`src/hw/rtl/sgt_ram.sv`:
```
// ----------------------------------------------------------------------------
// sgt_ram: generic single-port-write, single-read RAM
// One write port, one read port, read data registered.
// ----------------------------------------------------------------------------
module sgt_ram #(
  parameter int unsigned Width = 8,
  parameter int unsigned Depth = 16
) (
  input  logic                     clk,
  input  logic                     we,
  input  logic [$clog2(Depth)-1:0] waddr,
  input  logic [Width-1:0]         wdata,
  input  logic [$clog2(Depth)-1:0] raddr,
  output logic [Width-1:0]         rdata
);
  logic [Width-1:0] mem [Depth];

  always_ff @(posedge clk) begin
    if (we) begin
      mem[waddr] <= wdata;
    end
    rdata <= mem[raddr];
  end
endmodule

```
`config.mk`:
```
export PLATFORM = sky130hd
export DESIGN_NAME = sgt_ram
export DESIGN_NICKNAME = d
export VERILOG_FILES = /design/src/hw/rtl/sgt_ram.sv
export SDC_FILE = /design/constraint.sdc
export NUM_CORES = 1
export LEC_CHECK = 0
export ABC_AREA = 1
export BUFFER_PORTS_ARGS = -buffer_cell sky130_fd_sc_hd__buf_2
export CAP_MARGIN = 0
export CORE_AREA = 2 2 106 108
export CTS_CLUSTER_DIAMETER = 50
export DETAILED_ROUTE_END_ITERATION = 10
export DIE_AREA = 0 0 108 110
export PLACE_DENSITY = 0.76
export RECOVER_POWER = 50
export SYNTH_ARGS = -nofsm -noshare
export SYNTH_HDL_FRONTEND = slang
export SYNTH_SLANG_ARGS = --single-unit
export TNS_END_PERCENT = 5
```
`constraint.sdc`:
```
create_clock -name clk -period 1.15 [get_ports clk]
set_clock_uncertainty 0.2 [all_clocks]
set_input_delay 0.115 -clock clk [delete_from_list [all_inputs] [get_ports clk]]
set_output_delay 0.115 -clock clk [all_outputs]
set_load 0.02 [all_outputs]
```
## After elaboration in Yosys (flattened, before gate mapping)

Memories as Yosys holds them, arrays and structs flattened. A register that Yosys moved wholly into a read port is not among the register bits.
Index checks and enable logic that the tools add are counted.

- Word-level logic and storage cells: 3
- Memories: 1
- Memory bits (writable): 128
- ROM bits: 0
- Register bits: 0
- Bits in latches: 0

Memories:

| memory | depth | width | read ports | clocked after Yosys merged registers in | write ports | line | text |
|---|---|---|---|---|---|---|---|
| mem | 16 | 8 | 1 | 1 | 1 | 16 | `logic [Width-1:0] mem [Depth];` |

- Magnitude comparators: 0
- Multipliers: 0
- Muxes and demuxes: 2
- Bitwise logic cells: 0
- Add/subtract/negate cells: 0
- Divide/modulo/power cells: 0
- Equality and inequality tests: 0
- Reductions and logical operators: 0
- Shift operators: 0

Operators by type and width:

| operator | count |
|---|---|
| two-way mux 1 bit | 2 |

## Longest topological paths before layout

Gate-level depths: netlist (run 1).

- Depth after elaboration: 2
- Depth in mapped cells: 8

## Least setup slack after synthesis (run 1)

OpenSTA, ideal clock, no wires.

- Kind: input -> register
- Start point: input port waddr[2]
- End point: memory mem[10][0] (enable)
- Buffers on the path: 0
- Arrival: 0.696 ns
- Setup slack: -0.116 ns
- Cell stages on the path: 2
- Path through: nand3b_1 nor2_1

RTL lines:

| what | line | text |
|---|---|---|
| from (decl) | 11 | `input logic [$clog2(Depth)-1:0] waddr,` |
| to (decl) | 16 |  |

Straight into the memory's write port.

## Final worst setup path (run 1)

- Start point: register rdata[3] (read register of mem)
- End point: output port rdata[3]

RTL lines:

| what | line | text |
|---|---|---|
| from (decl) | 14 | `output logic [Width-1:0] rdata` |

No word-level cell between the ends.

==> results of run 1 <==
==> repair_timing <==
item / in CTS / in global routing
pin swaps: 1 / 6
setup buffers: 0 / 0
gates resized for setup: 38 / 30
endpoints found under the setup margin: 14 / 16
hold buffers: 11 / 0
hold endpoints to repair: 136 / 0
==> synthesized netlist by cell type <==
master / instances
inv_1: 100
buf_4: 4
inv_2: 2
buf_1: 1
nand2_1: 173
nand3_1: 97
edfxtp_1: 128
nor2_1: 17
buf_6: 6
dfxtp_1: 8
nand3b_1: 2
buf_2: 13
==> worst paths after layout <==
check,to,slack (ps),startpoint
worst max register to register,rdata[1],0,mem[1][1]
worst max-delay path,rdata[3],-160,rdata[3]
worst min-delay path,rdata[7],-2,raddr[1]
worst min register to register,rdata[2],490,mem[12][2]
==> logic make-up (layout without fill, tap and decap cells) <==
family | Yosys count | after routing | share of synthesized area
simple gates | 289 | 289 | 0.210
buf+inv | 126 | 205 | 0.0952
flops | 136 | 136 | 0.694
==> registers in the layout (all words and copies together) (netlist names) <==
name / count
mem: 128
rdata: 8
==> metrics by stage <==
stage	power [µW]	area, µm²	hold WS (ps)	utilization
floorplan	6100	5770	13.9	-
detailed placement	6470	6300	331	0.589
global route	12200	7210	5.17	0.674
CTS	11800	7130	0.421	0.666
finish	11800	7210	-1.60	0.674
global placement	6460	6300	331	0.589
==> area by class of cell <==
class                      instances  area share
clock inverter                    13      0.0213
tap                              140      0.0243
inverter                         102      0.0531
timing repair buffer              71      0.0883
sequential                       136       0.557
clock buffer                      19      0.0599
multi-input combinational        289       0.196
==> layout by cell type, fill, tap and decap left out <==
cell type and n:
clkinv_4 2, buf_12 11, nand3_4 1, buf_4 9
buf_2 13, bufinv_16 3, clkbuf_1 12, dfxtp_2 8
nor2_1 17, clkbuf_2 8, nand2_2 4, clkbuf_8 2
clkinv_2 4, inv_2 3, nand3b_1 2, edfxtp_1 128
nand2_1 169, nand3_1 60, dlygate4sd3_1 10, clkinv_1 1
clkbuf_16 16, nand3_2 36, dlymetal6s4s_1 1, buf_6 8
inv_1 99, clkinvlp_4 3
==> power breakdown <==
part / leakage (µW) / switching [µW] / total (µW) / internal [µW]
Sequential: 0.00122 / 40.5 / 5590 / 5550
Clock: 0.000281 / 1960 / 5290 / 3340
Combinational: 0.00162 / 579 / 933 / 354
==> routing by layer <==
metal  global-route usage  vias up  share of wire
li1                     -     1907              -
met1                0.314     1850           0.40
met2                0.391      179           0.49
met3               0.0794       33          0.079
met4                0.119        0          0.032
met5                    0        -              0
==> results.py, run 1 <==
metrics = {
    "global_route": {
        "grt_pass1_vias": 3965,
        "grt_max_degree": 34,
        "grt_pass1_wl_um": 20800,
        "grt.overflow.total": 0,
        "globalRouteTotalUtil": 0.248,
        "antenna_found_initial": 0,
    },
    "run_status": {
        "outcome": "complete, but fails checks",
        "violations": "hold timing, setup timing",
    },
    "synthesis": {
        "synth_area_um2": 5770,
        "yosysTopAreaCellShare": 0.667,
        "yosysUniqueCellTypes": 12,
        "syn_avg_cell_area_um2": 10.5,
        "yosysTopAreaCell": "edfxtp_1",
        "ys_seq_area_frac": 0.694,
        "netlist_instances": 551,
        "synth.area.top_cells": "edfxtp_1 (67%), nand2_1 (11%), nand3_1 (8.4%)",
        "syn-num-nets": 569,
        "ys_warn_count": 0,
        "synth_seq_cells": 136,
    },
    "cells_and_area": {
        "multi_input_area_um2": 1420,
        "layout-drive-gt1-share": 0.208,
        "regArea_um2": 4010,
        "fin_nets": 635,
        "areaGrowthSynthToFinish_pct": 25.0,
        "stdcell_count": 770,
        "antenna_cells": 0,
        "fillers": 793,
    },
    "detailed_routing": {
        "routedWlPerCell_um": 17.2,
        "first_pass_iters": 5,
        "antenna_left": 0,
        "wirelength_um": 13300,
        "drt_first_iter_violations": 368,
        "via_count": 3969,
        "drcViolationCount": 0,
        "vias_per_cell": 5.15,
    },
    "clock_tree": {
        "clockRootBuffer": "clkbuf_8",
        "clkTransAtPathRegs_ps": 60,
        "cts_tree": "done",
        "clkSinkCount": 136,
        "cts_buffers": 17,
        "insertion_delay_ps": 530,
        "htree_levels": 4,
        "clk_path_buf_depth": 2,
    },
    "setup_path": {
        "path_class": "reg -> out",
        "critical_path.cell_chain": "buf_6",
        "cp.arrival_ps": 990,
        "path_delay_family": "flip-flops",
        "crit_path_top_delay_cell": "dfxtp_2",
        "worst_setup_path_start_kind": "flip-flop",
        "required_ps": 830,
        "critPathBufInv": 1,
        "crit_fanout": 1,
        "reg2reg_depth": 6,
        "max_stage_delay_ps": 350,
        "cp_num_cells": 1,
        "critPathCaptureType": "primary output",
    },
    "timing": {
        "fmax_ghz": 0.765,
        "setup_ws_ps": -156,
        "finalSetupViolCount": 9,
        "whs_ps": -1.60,
        "finalCritPeriodShare": 1.14,
        "tightest_slew_ps": 523,
        "period_needed_ps": 1310,
        "max_slew_margin": 0.651,
        "slew_violations": 0,
        "fin_setup_tns_ps": -1090,
        "rsz0062_at_grt": "true",
        "finalHoldViolCount": 1,
    },
    "power": {
        "worst_ir_drop_vdd_mv": 1.35,
        "power.density_nw_per_um2": 1640,
        "p_leak_uw": 0.00313,
    },
    "floorplanning": {
        "num_rows": 38,
        "die_area_um2": 11900,
        "floorplan.initialDensity": 0.539,
        "die_w_um": 108,
        "io-pin-count": 26,
        "die_h_um": 110,
        "core_area_um2": 10700,
    },
    "placement": {
        "io_buffers": 25,
        "dp.cells": 727,
        "place_congestion": 0.854,
        "preCtsSetupSlack_ps": -258,
        "hpwl_um": 8080,
    },
    "hold_path": {
        "whs_path_depth": 6,
        "hold_path_class": "in -> reg",
    },
    "job": {
        "cap_violations": 0,
    },
}
Note: power is estimated with default switching activity, not from simulation.
==> inputs of run 2 (changes only) <==
CORE_AREA = 2 2 104 106   (was 2 2 106 108)
CTS_BUF_LIST = sky130_fd_sc_hd__clkbuf_8   (was not set)
CTS_CLUSTER_DIAMETER = 30   (was 50)
DIE_AREA = 0 0 106 108   (was 0 0 108 110)
==> run 2 against run 1 <==
Compared with the run above:
- the run ends with setup timing left
- non-clock buffer count shrank 1
- via count up 0.15%
- wire length shrank 4.3%
- total power decreased by 4.2%
- die area decreased by 3.6%
- core utilization rose by 0.64 points
- combinational power decreased by 9.4%
- clock power decreased by 7.4%
- register-to-register slack hardly changed
- final cell count fell by 0.65%
- sequential cell count unchanged
- largest power group unchanged
==> results.py, run 2 (synthesis gave the netlist of run 1 again) <==
metrics = {
    "setup_path": {
        "cp.arrival_ps": 910,
        "critPathCaptureType": "primary output",
        "crit_path_top_delay_cell": "dfxtp_2",
        "path_delay_family": "flip-flops",
        "worst_setup_path_start_kind": "flip-flop",
        "crit_path_start": "rdata[4]",
        "critPathBufInv": 1,
        "path_class": "reg -> out",
        "required_ps": 830,
        "max_stage_delay_ps": 360,
        "reg2reg_depth": 6,
        "timing.rr.start": "mem[4][3]",
        "timing.reg2reg.setup_slack_ps": -10,
        "timing.rr.end": "rdata[3]",
        "crit_fanout": 1,
        "critical_path.cell_chain": "buf_6",
    },
    "clock_tree": {
        "clkSinkCount": 136,
        "clockRootBuffer": "clkbuf_8",
        "insertion_delay_ps": 440,
        "clk_path_buf_depth": 2,
        "htree_levels": 4,
        "cts_setup_buffers": 0,
        "cts_buffers": 17,
        "cts_tree": "done",
        "clkTransAtPathRegs_ps": 80,
    },
    "cells_and_area": {
        "final_cell_mix": "nand2_1 (171), edfxtp_1 (128), inv_1 (99), nand3_1 (73), nand3_2 (24)",
        "layout_commonest_cell": "nand2_1",
        "top_register": "mem",
        "largest_reg_flops": 128,
        "layout-drive-gt1-share": 0.186,
        "fin_nets": 634,
        "reg.largest.list": "mem (128), rdata (8)",
        "areaGrowthSynthToFinish_pct": 20.7,
        "antenna_cells": 0,
        "stdcell_count": 765,
        "fillers": 756,
    },
    "detailed_routing": {
        "vias_per_cell": 5.20,
        "via_count": 3975,
        "routedWlPerCell_um": 16.6,
        "wirelength_um": 12700,
        "first_pass_iters": 5,
        "drt_first_iter_violations": 406,
        "drcViolationCount": 0,
        "antenna_left": 0,
    },
    "floorplanning": {
        "floorplan.initialDensity": 0.564,
        "die_w_um": 106,
        "die_area_um2": 11400,
        "die_h_um": 108,
        "num_rows": 37,
        "io-pin-count": 26,
        "core_area_um2": 10200,
    },
    "placement": {
        "dp.cells": 722,
        "preCtsSetupSlack_ps": -257,
        "io_buffers": 25,
        "hpwl_um": 8000,
        "place_congestion": 0.798,
    },
    "global_route": {
        "grt_pass1_vias": 3982,
        "grt.overflow.total": 0,
        "globalRouteTotalUtil": 0.242,
        "antenna_found_initial": 0,
        "grt_max_degree": 34,
        "grt_pass1_wl_um": 20300,
    },
    "run_status": {
        "outcome": "complete, but fails checks",
        "violations": "setup timing",
    },
    "power": {
        "power.density_nw_per_um2": 1630,
        "p_int_uw": 8880,
        "power.total_uw": 11300,
        "comb_power_share": 0.075,
        "swShare": 0.216,
        "seqPwrFrac": 0.493,
        "p_clk_frac": 0.432,
        "switchingPower_uw": 2440,
        "worst_ir_drop_vdd_mv": 1.13,
        "p_leak_uw": 0.00302,
    },
    "timing": {
        "finalSetupViolCount": 9,
        "fin_setup_tns_ps": -390,
        "tightest_slew_ps": 374,
        "fmax_ghz": 0.814,
        "period_needed_ps": 1230,
        "setup_ws_ps": -78.8,
        "max_slew_margin": 0.751,
        "rsz0062_at_grt": "true",
        "finalHoldViolCount": 0,
        "slew_violations": 0,
        "finalCritPeriodShare": 1.07,
    },
    "hold_path": {
        "hp-start": "raddr[2]",
        "hold_path_class": "in -> reg",
        "hold_end": "rdata[3]",
        "whs_path_depth": 6,
    },
    "job": {
        "cap_violations": 0,
    },
}
-- run 2: cell types whose count changed in the layout (fill, tap and decap cells not counted), sizes merged --
cell,previous run,this run
buf,41,37
clkbuf,38,39
dlygate4sd3,10,11
clkinv,7,5
inv,102,103
dlymetal6s4s,1,0
bufinv,3,7
clkinvlp,3,2
-- run 2: worst reg2reg max path: stages (launching register included) --
cell	delay (ps)
edfxtp_1	390
inv_1	80
nand2_1	50
nand3_1	80
nand3_2	100
nand3_2	110
nand2_1	60
-- run 2: stage by stage --
stage | util | instance area [µm²] | hold WS [ps]
after floorplan | - | 5770 | 13.9
after global placement | 0.607 | 6210 | 327
after detailed placement | 0.607 | 6210 | 337
after CTS | 0.677 | 6920 | 17.5
after global routing | 0.680 | 6960 | 51.3
final | 0.680 | 6960 | 31.0
-- run 2: repair_timing --
| item | CTS | global route |
|---|---|---|
| pin swaps | 0 | 6 |
| resized for setup | 31 | 20 |
| hold endpoints to repair | 136 | 0 |
| endpoints found under the setup margin | 11 | 16 |
| hold buffers | 11 | 0 |
-- run 2: final cells by class --
| type | count | area, µm² | area share |
|---|---|---|---|
| Clock buffer | 17 | 234 | 0.0336 |
| Timing Repair Buffer | 70 | 547 | 0.0785 |
| Tap cell | 136 | 170 | 0.0244 |
| Clock inverter | 15 | 272 | 0.0390 |
| Inverter | 102 | 387 | 0.0555 |
| Sequential cell | 136 | 4010 | 0.577 |
| Multi-Input combinational cell | 289 | 1340 | 0.192 |
-- run 2: layer usage --
metal  up-vias  GRT usage  share of wire
met1      1930      0.313           0.42
met2       128      0.403           0.52
met4         0     0.0968          0.017
met3        17     0.0542          0.050
li1       1900          -              -
met5         -          0              0
-- run 2: worst max-delay path by stage --
stage,end,slack [ps],cells after the start
after floorplan,mem[10][0],-120,2
after global placement,mem[1][3],-220,5
after detailed placement,mem[1][5],-260,5
after CTS,rdata[4],-90,1
after global routing,rdata[4],-100,1
final,rdata[4],-80,1
-- run 2: power by group through the flow --
| stage | clock, µW | sequential (µW) | combinational [µW] |
|---|---|---|---|
| global route | 5160 | 5590 | 925 |
| global placement | 0 | 5680 | 717 |
| floorplan | 0 | 5710 | 391 |
| CTS | 4930 | 5580 | 823 |
| finish | 4900 | 5580 | 845 |
| detailed placement | 0 | 5680 | 738 |
